==> src/sv/chd_pkg.sv <==
// Shared types and constants of the chunked transfer decoder.
// No dependencies.
package chd_pkg;

    // Default width of the chunk size counters
    localparam int SIZE_WIDTH_DEF = 32;

    // Result kind codes
    localparam logic [1:0] KIND_DATA = 2'd0;
    localparam logic [1:0] KIND_DONE = 2'd1;
    localparam logic [1:0] KIND_ERR  = 2'd2;

    // Characters of interest
    localparam logic [7:0] CH_CR    = 8'h0D;
    localparam logic [7:0] CH_LF    = 8'h0A;
    localparam logic [7:0] CH_SPACE = 8'h20;
    localparam logic [7:0] CH_TAB   = 8'h09;
    localparam logic [7:0] CH_ZERO  = 8'h30;
    localparam logic [7:0] CH_X_LO  = 8'h78;
    localparam logic [7:0] CH_X_UP  = 8'h58;

    // One result beat as handed from the parser to the output register
    typedef struct packed {
        logic       valid;
        logic [1:0] kind;
        logic [7:0] payload;
    } t_result;

endpackage

==> src/sv/chd_in_if.sv <==
// Input channel of the chunked decoder: one body byte per beat.
// No dependencies.
interface chd_in_if;
    logic       valid;
    logic       ready;
    logic [7:0] byte_value;
    logic       last_byte;

    modport source (output valid, output byte_value, output last_byte, input ready);
    modport sink   (input valid, input byte_value, input last_byte, output ready);
endinterface

==> src/sv/chd_out_if.sv <==
// Output channel of the chunked decoder: one result per beat.
// No dependencies.
interface chd_out_if;
    logic       valid;
    logic       ready;
    logic [1:0] result_kind;
    logic [7:0] payload_byte;

    modport source (output valid, output result_kind, output payload_byte, input ready);
    modport sink   (input valid, input result_kind, input payload_byte, output ready);
endinterface

==> src/sv/http_chunked_decoder.sv <==
// Top level of the HTTP chunked transfer decoder.
// Depends on chd_pkg, chd_in_if, chd_out_if, chd_parser, chd_out_stage.
//
//   Channel  Dir  Payload                     Per beat
//   i_in     in   byte_value[7:0], last_byte  one body byte
//   o_out    out  result_kind[1:0], payload   zero or one result per byte
//
// One byte per clock while the result register can take it: the parser
// updates its state and the result register in the same cycle, so a result
// shows in the cycle after its byte is taken. i_in.ready is high whenever
// the result register is empty or drains this cycle; a stalled output holds
// one result and blocks input only then. Synchronous active-low reset
// returns the parser to the start of a size line and empties the result register.
module http_chunked_decoder #(
    parameter int SIZE_WIDTH = chd_pkg::SIZE_WIDTH_DEF
) (
    input  logic       i_clk,
    input  logic       i_rst_n,
    chd_in_if.sink     i_in,
    chd_out_if.source  o_out
);

    chd_pkg::t_result res;
    logic             stage_ready;
    logic             accept;

    assign i_in.ready = stage_ready;
    assign accept     = i_in.valid && stage_ready;

    chd_parser #(
        .SIZE_WIDTH (SIZE_WIDTH)
    ) u_parser (
        .i_clk    (i_clk),
        .i_rst_n  (i_rst_n),
        .i_accept (accept),
        .i_byte   (i_in.byte_value),
        .i_last   (i_in.last_byte),
        .o_res    (res)
    );

    chd_out_stage u_out_stage (
        .i_clk    (i_clk),
        .i_rst_n  (i_rst_n),
        .i_accept (accept),
        .i_res    (res),
        .o_ready  (stage_ready),
        .o_out    (o_out)
    );

endmodule

==> src/sv/chd_parser.sv <==
// Size-line parser and chunk counter of the chunked decoder.
// Depends on chd_pkg.
module chd_parser #(
    parameter int SIZE_WIDTH = chd_pkg::SIZE_WIDTH_DEF
) (
    input  logic             i_clk,
    input  logic             i_rst_n,
    input  logic             i_accept,
    input  logic [7:0]       i_byte,
    input  logic             i_last,
    output chd_pkg::t_result o_res
);

    typedef enum logic [3:0] {
        PH_LEAD   = 4'd0,
        PH_ZERO   = 4'd1,
        PH_XSEEN  = 4'd2,
        PH_DIGITS = 4'd3,
        PH_TAIL   = 4'd4,
        PH_TAILCR = 4'd5,
        PH_DATA   = 4'd6,
        PH_SKIP1  = 4'd7,
        PH_SKIP2  = 4'd8,
        PH_SINK   = 4'd9
    } t_phase;

    t_phase                  r_phase, n_phase;
    logic [SIZE_WIDTH-1:0]   r_acc, n_acc;
    logic [SIZE_WIDTH-1:0]   r_rem, n_rem;

    logic       is_hex;
    logic [3:0] digit;
    logic       is_blank;
    logic       res_valid;
    logic [1:0] res_kind;

    // Hex digit and blank classification
    always_comb begin
        is_hex = 1'b1;
        digit  = 4'd0;
        if (i_byte >= 8'h30 && i_byte <= 8'h39) begin
            digit = 4'(i_byte - 8'h30);
        end else if (i_byte >= 8'h61 && i_byte <= 8'h66) begin
            digit = 4'(i_byte - 8'h57);
        end else if (i_byte >= 8'h41 && i_byte <= 8'h46) begin
            digit = 4'(i_byte - 8'h37);
        end else begin
            is_hex = 1'b0;
        end
        is_blank = (i_byte == chd_pkg::CH_SPACE) ||
                   (i_byte >= chd_pkg::CH_TAB && i_byte <= chd_pkg::CH_CR);
    end

    // Next state and result for the byte on the input
    always_comb begin
        n_phase   = r_phase;
        n_acc     = r_acc;
        n_rem     = r_rem;
        res_valid = 1'b0;
        res_kind  = chd_pkg::KIND_DATA;

        unique case (r_phase)
            PH_LEAD: begin
                if (is_blank) begin
                    n_phase = PH_LEAD;
                end else if (i_byte == chd_pkg::CH_ZERO) begin
                    n_acc   = '0;
                    n_phase = PH_ZERO;
                end else if (is_hex) begin
                    n_acc   = SIZE_WIDTH'(digit);
                    n_phase = PH_DIGITS;
                end else begin
                    res_valid = 1'b1;
                    res_kind  = chd_pkg::KIND_ERR;
                end
            end
            PH_ZERO: begin
                if (i_byte == chd_pkg::CH_X_LO || i_byte == chd_pkg::CH_X_UP) begin
                    n_phase = PH_XSEEN;
                end else if (is_hex) begin
                    n_acc   = SIZE_WIDTH'(digit);
                    n_phase = PH_DIGITS;
                end else begin
                    n_phase = (i_byte == chd_pkg::CH_CR) ? PH_TAILCR : PH_TAIL;
                end
            end
            PH_XSEEN: begin
                if (is_hex) begin
                    n_acc   = SIZE_WIDTH'(digit);
                    n_phase = PH_DIGITS;
                end else begin
                    n_phase = (i_byte == chd_pkg::CH_CR) ? PH_TAILCR : PH_TAIL;
                end
            end
            PH_DIGITS: begin
                if (is_hex) begin
                    // top nibble busy: another digit would overflow
                    if (r_acc[SIZE_WIDTH-1 -: 4] != 4'd0) begin
                        res_valid = 1'b1;
                        res_kind  = chd_pkg::KIND_ERR;
                    end else begin
                        n_acc = {r_acc[SIZE_WIDTH-5:0], digit};
                    end
                end else begin
                    n_phase = (i_byte == chd_pkg::CH_CR) ? PH_TAILCR : PH_TAIL;
                end
            end
            PH_TAIL: begin
                n_phase = (i_byte == chd_pkg::CH_CR) ? PH_TAILCR : PH_TAIL;
            end
            PH_TAILCR: begin
                if (i_byte == chd_pkg::CH_LF) begin
                    if (r_acc == '0) begin
                        res_valid = 1'b1;
                        res_kind  = chd_pkg::KIND_DONE;
                    end else begin
                        n_rem   = r_acc;
                        n_phase = PH_DATA;
                    end
                end else begin
                    n_phase = (i_byte == chd_pkg::CH_CR) ? PH_TAILCR : PH_TAIL;
                end
            end
            PH_DATA: begin
                res_valid = 1'b1;
                res_kind  = chd_pkg::KIND_DATA;
                n_rem     = r_rem - SIZE_WIDTH'(1);
                if (r_rem == SIZE_WIDTH'(1)) begin
                    n_phase = PH_SKIP1;
                end
            end
            PH_SKIP1: begin
                n_phase = PH_SKIP2;
            end
            PH_SKIP2: begin
                n_acc   = '0;
                n_phase = PH_LEAD;
            end
            default: begin
                // after the end of a message: ignore bytes
                n_phase = r_phase;
            end
        endcase

        // done or error ends the message
        if (res_valid && res_kind != chd_pkg::KIND_DATA) begin
            n_phase = PH_SINK;
        end

        // last byte: early end is an error, then rearm
        if (i_last) begin
            if (r_phase != PH_SINK && !(res_valid && res_kind == chd_pkg::KIND_DONE)) begin
                res_valid = 1'b1;
                res_kind  = chd_pkg::KIND_ERR;
            end
            n_phase = PH_LEAD;
            n_acc   = '0;
            n_rem   = '0;
        end
    end

    // Parser state
    always_ff @(posedge i_clk) begin
        if (!i_rst_n) begin
            r_phase <= PH_LEAD;
            r_acc   <= '0;
            r_rem   <= '0;
        end else if (i_accept) begin
            r_phase <= n_phase;
            r_acc   <= n_acc;
            r_rem   <= n_rem;
        end
    end

    assign o_res.valid   = res_valid;
    assign o_res.kind    = res_kind;
    assign o_res.payload = (res_kind == chd_pkg::KIND_DATA) ? i_byte : 8'd0;

endmodule

==> src/sv/chd_out_stage.sv <==
// Result register of the chunked decoder, drives the output channel.
// Depends on chd_pkg and chd_out_if.
module chd_out_stage (
    input  logic             i_clk,
    input  logic             i_rst_n,
    input  logic             i_accept,
    input  chd_pkg::t_result i_res,
    output logic             o_ready,
    chd_out_if.source        o_out
);

    logic       r_valid;
    logic [1:0] r_kind;
    logic [7:0] r_payload;

    // Free or emptying this cycle: can take the next beat
    assign o_ready = !r_valid || o_out.ready;

    // Valid flag
    always_ff @(posedge i_clk) begin
        if (!i_rst_n) begin
            r_valid <= 1'b0;
        end else if (i_accept) begin
            r_valid <= i_res.valid;
        end else if (o_out.ready) begin
            r_valid <= 1'b0;
        end
    end

    // Payload
    always_ff @(posedge i_clk) begin
        if (i_accept && i_res.valid) begin
            r_kind    <= i_res.kind;
            r_payload <= i_res.payload;
        end
    end

    assign o_out.valid        = r_valid;
    assign o_out.result_kind  = r_kind;
    assign o_out.payload_byte = r_payload;

endmodule

==> src/flat_wrapper.sv <==
// flat-port wrapper written by rule: the top's interface ports become plain ports
module http_chunked_decoder_flat 
#(
    parameter int SIZE_WIDTH = chd_pkg::SIZE_WIDTH_DEF
)
  (i_clk, i_rst_n, i_in_valid, i_in_byte_value, i_in_last_byte, i_in_ready, o_out_valid, o_out_result_kind, o_out_payload_byte, o_out_ready);
  chd_in_if i_in_i ();
  chd_out_if o_out_i ();
  input  logic i_clk;
  input  logic i_rst_n;
  input wire logic [$bits(i_in_i.valid)-1:0] i_in_valid;
  input wire logic [$bits(i_in_i.byte_value)-1:0] i_in_byte_value;
  input wire logic [$bits(i_in_i.last_byte)-1:0] i_in_last_byte;
  output wire logic [$bits(i_in_i.ready)-1:0] i_in_ready;
  output wire logic [$bits(o_out_i.valid)-1:0] o_out_valid;
  output wire logic [$bits(o_out_i.result_kind)-1:0] o_out_result_kind;
  output wire logic [$bits(o_out_i.payload_byte)-1:0] o_out_payload_byte;
  input wire logic [$bits(o_out_i.ready)-1:0] o_out_ready;
  assign i_in_i.valid = i_in_valid;
  assign i_in_i.byte_value = i_in_byte_value;
  assign i_in_i.last_byte = i_in_last_byte;
  assign i_in_ready = i_in_i.ready;
  assign o_out_valid = o_out_i.valid;
  assign o_out_result_kind = o_out_i.result_kind;
  assign o_out_payload_byte = o_out_i.payload_byte;
  assign o_out_i.ready = o_out_ready;
  http_chunked_decoder #(.SIZE_WIDTH(SIZE_WIDTH)) u_core (.i_clk(i_clk), .i_rst_n(i_rst_n), .i_in(i_in_i), .o_out(o_out_i));
endmodule
==> config.mk <==
export PLATFORM = sky130hd
export DESIGN_NAME = http_chunked_decoder_flat
export DESIGN_NICKNAME = d
export VERILOG_FILES = /design/src/sv/chd_pkg.sv /design/src/sv/chd_in_if.sv /design/src/sv/chd_out_if.sv /design/src/sv/http_chunked_decoder.sv /design/src/sv/chd_parser.sv /design/src/sv/chd_out_stage.sv /design/src/flat_wrapper.sv
export SDC_FILE = /design/constraint.sdc
export NUM_CORES = 1
export LEC_CHECK = 0
export BUFFER_PORTS_ARGS = -buffer_cell sky130_fd_sc_hd__buf_2
export CAP_MARGIN = 25
export CORE_ASPECT_RATIO = 0.8
export CORE_UTILIZATION = 57
export CTS_BUF_LIST = sky130_fd_sc_hd__clkbuf_8
export DETAILED_ROUTE_END_ITERATION = 6
export HOLD_SLACK_MARGIN = 0.02
export PLACE_DENSITY = 0.81
export SYNTH_ARGS = -nofsm -noshare
export SYNTH_HDL_FRONTEND = slang
export SYNTH_SLANG_ARGS = --single-unit
==> constraint.sdc <==
create_clock -name i_clk -period 4.33 [get_ports i_clk]
set_input_delay 0.866 -clock i_clk [delete_from_list [all_inputs] [get_ports i_clk]]
set_output_delay 0.866 -clock i_clk [all_outputs]
set_load 0.02 [all_outputs]
# Word-level counts from Yosys, hierarchy flattened
# Index checks and enable logic that the tools add are counted.
word_totals:
  regBits: 79
  in_bits: 13
  output_inout_bits: 12
  wordCells: 124
op_classes:
  add_sub_neg: 4
  order_cmp: 8
  n_eq_ne: 27
  n_mux: 53
  reduce_logical: 26
op_table:
  columns: ["cell", "count"]
  rows:
  - ["32-bit 2-to-1 mux", 10]
  - ["32-bit case mux with 5 select lines", 1]
  - ["32-bit case mux with 2 select lines", 1]
  - ["4-bit 2-to-1 mux", 12]
  - ["4-bit case mux with 9 select lines", 1]
  - ["32-bit by 1-bit == test with 1-bit output (second input constant)", 1]
  - ["32-bit logical NOT", 1]
  - ["32-bit by 1-bit subtractor with 32-bit output (second input constant)", 1]
  - ["3-bit inequality test (second input constant)", 6]
  - ["1-bit 2-to-1 mux", 17]
  - ["4-bit by 3-bit == test with 1-bit output (second input constant)", 4]
  - ["8-bit by 4-bit == test with 1-bit output (second input constant)", 2]
  - ["8-bit by 6-bit == test with 1-bit output (second input constant)", 2]
  - ["8-bit by 7-bit == test with 1-bit output (second input constant)", 2]
  - ["8-bit by 7-bit >= comparator with 1-bit output (second input constant)", 2]
  - ["8-bit by 7-bit <= comparator with 1-bit output (second input constant)", 2]
  - ["2-bit 2-to-1 mux", 7]
  - ["4-bit inequality test (second input constant)", 3]
  - ["6-bit AND reduction", 2]
  - ["11-bit nonzero test", 1]
  - ["1-bit logical AND", 9]
  - ["4-bit by 2-bit == test with 1-bit output (second input constant)", 2]
  - ["8-bit by 4-bit >= comparator with 1-bit output (second input constant)", 1]
  - ["8-bit by 6-bit >= comparator with 1-bit output (second input constant)", 1]
  - ["other kinds (21)", 27]

# Longest topological paths before layout
# Gate-level depths: netlist of run 1.
logic_depth:
  word_depth: 16
  mapped_depth: 10
  ltp_nobuf: 9

# Hierarchy
# A second synthesis of run 1 with hierarchy kept.
unflattened:
  hier_cells: 520
  area_unflattened_um2: 4475.5
modules_own_cells:
  columns: ["mod", "n_inst", "cells_per_inst", "area_per_inst_um2", "seq_area_each_um2"]
  rows:
  - ["chd_parser", 1, 504, 4117.7, 1361.3]
  - ["chd_out_stage", 1, 15, 351.6, 320.3]
  - ["http_chunked_decoder", 1, 1, 6.3, 0.0]

# Least setup slack after synthesis of run 1
# No wires, ideal clock.
synth_timing:
  path_type: "input port to flip-flop"
  start: "input i_in_byte_value[1]"
  end: "register u_core.u_out_stage.r_payload[0] (netlist: u_core.u_out_stage.o_out.payload_byte[0]), enable pin"
  setup_time_ns: 0.380
  arrival_time_ns: 2.939
  required_time_ns: 3.950
  path_slack_ns: 1.011
  cell_stages: 9
  n_path_buf: 1
  path_cell_list: "inv_1 -> ha_1 -> or3b_1 -> o311a_1 -> nor2_1 -> a311o_1 -> nor2b_1 -> clkbuf_1 -> a21oi_1"
synth_between:
  elab_chain_len: 16
  elab_cells_between_ends: 38
  classes_between: "order compare (8); eq/ne (4); mux (17); reduce/logical (9)"
synth_rtl:
  columns: ["element", "line_no", "text"]
  rows:
  - ["from (decl)", "flat_wrapper.sv:12", "input wire logic [$bits(i_in_i.byte_value)-1:0] i_in_byte_value;"]
  - ["8-bit by 7-bit >= comparator with 1-bit output / 8-bit by 7-bit <= comparator with 1-bit output (equally long branches)", "chd_parser.sv:45", "end else if (i_byte >= 8'h41 && i_byte <= 8'h46) begin"]
  - ["1-bit logical AND", "chd_parser.sv:45", null]
  - ["1-bit 2-to-1 mux", "chd_parser.sv:45", null]
  - ["1-bit 2-to-1 mux", "chd_parser.sv:43", "end else if (i_byte >= 8'h61 && i_byte <= 8'h66) begin"]
  - ["1-bit 2-to-1 mux", "chd_parser.sv:41", "if (i_byte >= 8'h30 && i_byte <= 8'h39) begin"]
  - ["2-bit 2-to-1 mux", "chd_parser.sv:69", "end else if (is_hex) begin"]
  - ["2-bit 2-to-1 mux", "chd_parser.sv:66", "end else if (i_byte == chd_pkg::CH_ZERO) begin"]
  - ["2-bit 2-to-1 mux", "chd_parser.sv:64", "if (is_blank) begin"]
  - ["2-bit case mux with 3 select lines", "chd_parser.sv:62", "unique case (r_phase)"]
  - ["2-bit by 1-bit == test with 1-bit output", "chd_parser.sv:152", "if (r_phase != PH_SINK && !(res_valid && res_kind == chd_pkg::KIND_DONE)) begin"]
  - ["1-bit logical AND", "chd_parser.sv:152", null]
  - ["1-bit logical NOT", "chd_parser.sv:152", null]
  - ["1-bit logical AND", "chd_parser.sv:152", null]
  - ["1-bit 2-to-1 mux", "chd_parser.sv:152", null]
  - ["1-bit 2-to-1 mux *", "chd_parser.sv:151", "if (i_last) begin"]
  - ["1-bit logical AND *", "chd_out_stage.sv:32", "if (i_accept && i_res.valid) begin"]
  - ["to (signal assigned)", "chd_out_stage.sv:34", "r_payload <= i_res.payload;"]
  - ["to (decl)", "chd_out_stage.sv:14", "logic [7:0] r_payload;"]
# Every way passes the cells marked *; elsewhere a longest branch is shown, timed or not.
# A chain may end at the register's enable or synchronous reset.

# Worst setup path after layout of run 1
layout_timing:
  start: "input i_in_byte_value[1]"
  end: "register u_core.u_out_stage.r_payload[6] (netlist: u_core.u_out_stage.o_out.payload_byte[6]), enable pin"
# The elaborated chain is that of the path after synthesis.

==> impl_metrics.yaml, run 1 <==
worst_setup_path:
  path_buf_inv: 2
  critPathKind: "in2reg"
  crit_chain: "buf_2 -> inv_1 -> ha_1 -> or3b_1 -> o311a_1 -> nor2_1 -> a311o_1 -> nor2b_1 -> a21oi_1"
  cp_top_family: "compound AO/OA/AOI/OAI gates"
  reg2reg_from: "u_core.u_parser.r_rem[8]$_SDFFE_PN0P_"
  worst_path_max_delay_cell: "a21oi_1"
  crit_fanout: 10
  cp_slowest_stage_delay_ns: 0.74
  crit_path_start: "i_in_byte_value[1]"
  crit_path_start_kind: "input port"
  crit_path_end_kind: "flop"
  cp.required_ns: 4.31
  critPathArrivalTime_ns: 3.59
timing:
  hold_viol_final: 0
  fin_skew_ns: 0.00963
  fmax_mhz: 277
  tightest_slew_ns: 0.969
  setup_viol_count_final: 0
  fin_ws_ns: 0.724
  period_share: 0.833
  slew_violations: 0
  rsz0062_at_grt: "false"
  relSlewSlack: 0.348
  final.setup.tns_ns: 0
  holdWs_ns: 0.488
  fin_crit_ns: 3.61
clocking:
  cts_buffers: 9
  post_cts_buffers: 0
  clk_pin_slew_ns: 0.08
  cts_tree: "yes"
  ctsResizeCount: 0
  cts_buffer_depth: 2
  clock_sinks: 79
  ctsHoldBuffers: 0
  ctsRootBufferMaster: "clkbuf_8"
  htreeDepth: 3
  clock_latency_ns: 0.36
synth:
  ys.flop_type: "dfxtp_1"
  synth_async_sr_flop_share: 0
  ys_seq_elements: 79
  synth_edf_count: 10
  synth_warnings: 0
  syn-num-nets: 568
  syn_area_um2: 4520
  yosysUniqueCellTypes: 67
  avgSynthCellArea_um2: 8.25
  synthCells: 548
  yosysSeqAreaShare: 0.372
route:
  wl_per_cell_um: 19.0
  wl_mm: 12.7
  first_pass_iters: 6
  routed-via-count: 4502
  drc: 0
  drt-initial-drc-count: 446
  via_per_inst: 6.72
  drt.antenna.violating_nets: 0
die:
  coreArea_um2: 7530
  dieArea_um2: 8300
  fp.dieH_um: 81.7
  ios: 25
  fp.dieW_um: 102
  start_util: 0.600
  rows: 28
global_route:
  first_global_vias: 4075
  gr-usage-all-layers: 0.328
  grt_first_pass_wirelength_mm: 20.7
  antenna_found_initial: 0
  grt_overflow: 0
  grt_max_degree: 27
power:
  power_mw: 1.59
  ir_drop_mv: 0.189
  leakage_nw: 1.87
  power.density_nw_per_um2: 324
run:
  maxCapViolations: 0
placement:
  hpwl_mm: 8.84
  gp_congestion: 1.05
  pre_cts_ws_ns: 0.402
  port-buffer-count: 24
layout:
  nets: 581
  diodes: 0
  num-fill-cells: 644
  final_cell_mix: "dfxtp_1 (69), nor2_1 (56), nand2_1 (56)"
  register_area_um2: 1680
  multiInputGateArea_um2: 2670
  drive_above_1_share: 0.117
  final_common_cell: "dfxtp_1"
  area_growth_pct: 8.85
worst_hold_path:
  hold_class: "reg2reg"
  hold_start: "u_core.u_parser.r_rem[4]$_SDFFE_PN0P_"
outcome:
  outcome: "completed"
## worst register-to-register path: stages, from the launching register on
cell and delay [ns]:
dfxtp_1 0.37, or4_4 0.57, nor4b_2 0.43, nand2_1 0.16, o41ai_1 0.51, nand4_1 0.25, nor4_1 0.52, a32o_1 0.27
## kinds of logic (layout without fill, tap and decap cells)
| family | after synthesis | after routing | synth area share |
|---|---|---|---|
| buffers and inverters | 45 | 62 | 0.0393 |
| AND/OR/NAND/NOR | 222 | 222 | 0.258 |
| AO/OA/AOI/OAI | 184 | 184 | 0.289 |
| adder cells (fa/ha/maj) | 7 | 7 | 0.0194 |
| flip-flops | 79 | 79 | 0.372 |
| multiplexers | 5 | 5 | 0.0113 |
| XOR/XNOR | 6 | 6 | 0.0116 |
## final timing paths
kind                                                                               end  slack, ns  depth (start not counted)
worst min-delay path                             u_core.u_parser.r_rem[4]$_SDFFE_PN0P_       0.49                          2
worst max register to register                 u_core.u_parser.r_phase[2]$_SDFFE_PN0P_       1.18                          7
worst min register to register                   u_core.u_parser.r_rem[4]$_SDFFE_PN0P_       0.49                          2
worst max-delay path            u_core.u_out_stage.o_out.payload_byte[6]$_SDFFCE_PP0P_       0.72                          9
## report_power, final
group          switching, mW  total (mW)  internal (mW)  leakage [nW]
Clock                  0.271       0.546          0.275         0.105
Combinational          0.179       0.269         0.0899          1.11
Sequential            0.0164       0.778          0.762         0.655
Total                  0.466        1.59           1.13          1.87
## stage by stage
stage	cells	cell area, um2	util
5_1_grt	670	4920	0.654
4_1_cts	670	4920	0.654
2_1_floorplan	548	4520	-
3_3_place_gp	654	4720	0.627
3_5_place_dp	655	4730	0.629
6_report	670	4920	0.654
## final cells by class
class | count | share of cell area
tap | 105 | 0.0267
clock inverter | 5 | 0.0104
sequential | 79 | 0.342
multi-input combinational | 424 | 0.542
timing repair buffer | 35 | 0.0419
clock buffer | 10 | 0.0280
inverter | 12 | 0.00915
## flip-flops by register name, indices dropped and copies added, names as in the netlist
| register | cells |
|---|---|
| u_core.u_parser.r_acc | 32 |
| u_core.u_parser.r_rem | 32 |
| u_core.u_out_stage.o_out.payload_byte | 8 |
| u_core.u_parser.r_phase | 4 |
| u_core.u_out_stage.o_out.result_kind | 2 |
| u_core.u_out_stage.o_out.valid | 1 |
## per-layer routing
layer	routed length, um	GRT usage	share of wire
met1	5740	0.463	0.45
met2	5430	0.499	0.43
met3	1400	0.0809	0.11
met4	128	0.0826	0.010
met5	0	0	0
## cell usage after synthesis (all sizes together) (5+ instances only)
| library cell | instances | area, um2 |
|---|---|---|
| edfxtp | 10 | 300 |
| xnor2 | 5 | 43.8 |
| o211ai | 7 | 52.6 |
| a31oi | 5 | 31.3 |
| a22oi | 20 | 150 |
| a21oi | 36 | 184 |
| nor3 | 16 | 85.1 |
| nor2 | 56 | 210 |
| nand2b | 10 | 62.6 |
| dfxtp | 69 | 1380 |
| nand3 | 12 | 60.1 |
| nor4 | 19 | 155 |
| a311oi | 5 | 43.8 |
| nor2b | 6 | 37.5 |
| clkbuf | 25 | 93.8 |
| inv | 12 | 45.0 |
| ha | 7 | 87.6 |
| o31ai | 5 | 37.5 |
| o41ai | 5 | 43.8 |
| a22o | 28 | 245 |
| and2 | 11 | 68.8 |
| a21o | 5 | 37.5 |
| o21ai | 39 | 195 |
| buf | 8 | 38.8 |
| nand2 | 56 | 210 |
| nand4 | 8 | 50.1 |
| or3 | 8 | 55.1 |
Note: power is estimated with default switching activity, not from simulation.
==> inputs of run 2 (changes only) <==
--- a/config.mk
+++ b/config.mk
@@ -12,7 +12,7 @@
 export CTS_BUF_LIST = sky130_fd_sc_hd__clkbuf_8
 export DETAILED_ROUTE_END_ITERATION = 6
 export HOLD_SLACK_MARGIN = 0.02
-export PLACE_DENSITY = 0.81
+export PLACE_DENSITY = 0.84
 export SYNTH_ARGS = -nofsm -noshare
 export SYNTH_HDL_FRONTEND = slang
 export SYNTH_SLANG_ARGS = --single-unit
==> constraint.sdc (replaced) <==
create_clock -name i_clk -period 3.1 [get_ports i_clk]
set_input_delay 0.62 -clock i_clk [delete_from_list [all_inputs] [get_ports i_clk]]
set_output_delay 0.62 -clock i_clk [all_outputs]
set_load 0.02 [all_outputs]
==> impl_metrics.yaml, run 2 (synthesis results as in run 1) <==
die:
  fp.dieW_um: 102
  ios: 25
  start_util: 0.600
  rows: 28
  coreArea_um2: 7530
  fp.dieH_um: 81.7
  dieArea_um2: 8300
timing:
  relSlewSlack: 0.431
  fmax_mhz: 337
  period_share: 0.956
  setup_viol_count_final: 0
  final.setup.tns_ns: 0
  hold_viol_final: 0
  holdWs_ns: 0.472
  rsz0062_at_grt: "false"
  fin_crit_ns: 2.96
  fin_skew_ns: 0.00851
  tightest_slew_ns: 0.846
  slew_violations: 0
route:
  drc: 0
  routed-via-count: 4595
  wl_per_cell_um: 18.9
  drt.antenna.violating_nets: 0
  via_per_inst: 6.70
  wl_mm: 13.0
  first_pass_iters: 5
  drt-initial-drc-count: 483
clocking:
  htreeDepth: 3
  cts_buffer_depth: 2
  clock_latency_ns: 0.36
  cts_buffers: 9
  clk_pin_slew_ns: 0.08
  clock_sinks: 79
  ctsRootBufferMaster: "clkbuf_8"
  cts_tree: "yes"
layout:
  final_common_cell: "dfxtp_1"
  utilization: 0.677
  drive_above_1_share: 0.141
  final_cell_mix: "dfxtp_1 (69), nor2_1 (56), nand2_1 (56)"
  design_area_um2: 5100
  nets: 597
  diodes: 0
  area_growth_pct: 12.8
global_route:
  first_global_vias: 4272
  antenna_found_initial: 0
  grt_max_degree: 48
  gr-usage-all-layers: 0.339
  grt_first_pass_wirelength_mm: 21.5
  grt_overflow: 0
worst_setup_path:
  crit_fanout: 6
  worst_path_max_delay_cell: "or4_4"
  cp_slowest_stage_delay_ns: 0.58
  critPathKind: "reg2reg"
  crit_chain: "or4_4 -> nor4b_4 -> nand2_1 -> o41ai_1 -> nand4_1 -> a32o_1 -> a22o_1"
  crit_path_start_kind: "flop"
  cp_top_family: "simple AND/OR/NAND/NOR gates"
  crit_path_end_kind: "flop"
  path_buf_inv: 0
  critPathArrivalTime_ns: 3.22
  cp.required_ns: 3.36
power:
  clkPwrFrac: 0.352
  ir_drop_mv: 0.261
  leakage_nw: 1.97
  power.density_nw_per_um2: 453
  p_seq_frac: 0.471
  combPwrFrac: 0.177
  power_mw: 2.31
  swShare: 0.284
  intPower_mw: 1.65
  switchingPower_uw: 655
worst_hold_path:
  hold_class: "reg2reg"
placement:
  hpwl_mm: 9.05
  place_area_um2: 4890
  port-buffer-count: 24
  gp_congestion: 0.970
run:
  maxCapViolations: 0
outcome:
  outcome: "completed"
run 2: cell count changes in the layout (fill, tap and decap cells not counted), sizes merged:
cell    change
inv         +1
clkinv      -1
clkbuf      -1
buf        +16
bufinv      +1
run 2: power groups by stage:
stage	logic [mW]	clock network [mW]	registers, mW
global route	0.439	0.860	1.09
floorplan	0.252	0	1.12
global placement	0.379	0	1.11
finish	0.408	0.814	1.09
detailed placement	0.390	0	1.11
CTS	0.393	0.820	1.09
run 2: layout make-up:
cell class / count / area, um2
clock inverter: 6 / 78.8
fill: 608 / 2430
timing repair buffer: 51 / 360
inverter: 12 / 45.0
sequential: 79 / 1680
tap: 105 / 131
multi-input combinational: 424 / 2680
clock buffer: 9 / 124
run 2: repair_timing:
| action | CTS | global route |
|---|---|---|
| gates resized for setup | 0 | 1 |
| setup endpoints to repair | 0 | 4 |
| hold buffers | 0 | 0 |
| buffers inserted | 0 | 0 |
run 2: per-layer routing:
layer  GRT usage  up-vias  wire length, um
met4      0.0913        0              212
met5           0        -                0
met3      0.0911       31             1370
met2       0.507      287             5660
li1            -     2136                -
met1       0.480     2141             5750
run 2: final timing paths:
path / end / slack, ns / start / cells after the start
setup reg to reg: u_core.u_parser.r_phase[1]$_SDFFE_PN0P_ / 0.14 / u_core.u_parser.r_rem[8]$_SDFFE_PN0P_ / 7
hold reg to reg: u_core.u_parser.r_rem[4]$_SDFFE_PN0P_ / 0.47 / u_core.u_parser.r_rem[4]$_SDFFE_PN0P_ / 2
hold / removal: u_core.u_parser.r_rem[4]$_SDFFE_PN0P_ / 0.47 / u_core.u_parser.r_rem[4]$_SDFFE_PN0P_ / 2
setup / recovery: u_core.u_parser.r_phase[1]$_SDFFE_PN0P_ / 0.14 / u_core.u_parser.r_rem[8]$_SDFFE_PN0P_ / 7
run 2: worst min-delay path: cells and delay by family (launching register included):
| family | cells | cell delay, ns |
|---|---|---|
| AND/OR/NAND/NOR | 1 | 0.05 |
| flip-flops | 1 | 0.33 |
| AO/OA/AOI/OAI | 1 | 0.05 |
run 2: through the flow:
step / cells / worst slack, ns
after floorplan: 548 / 0.0268
after global placement: 671 / 0.140
after detailed placement: 671 / 0.0600
after CTS: 686 / 0.0852
after global routing: 686 / 0.0796
final: 686 / 0.135
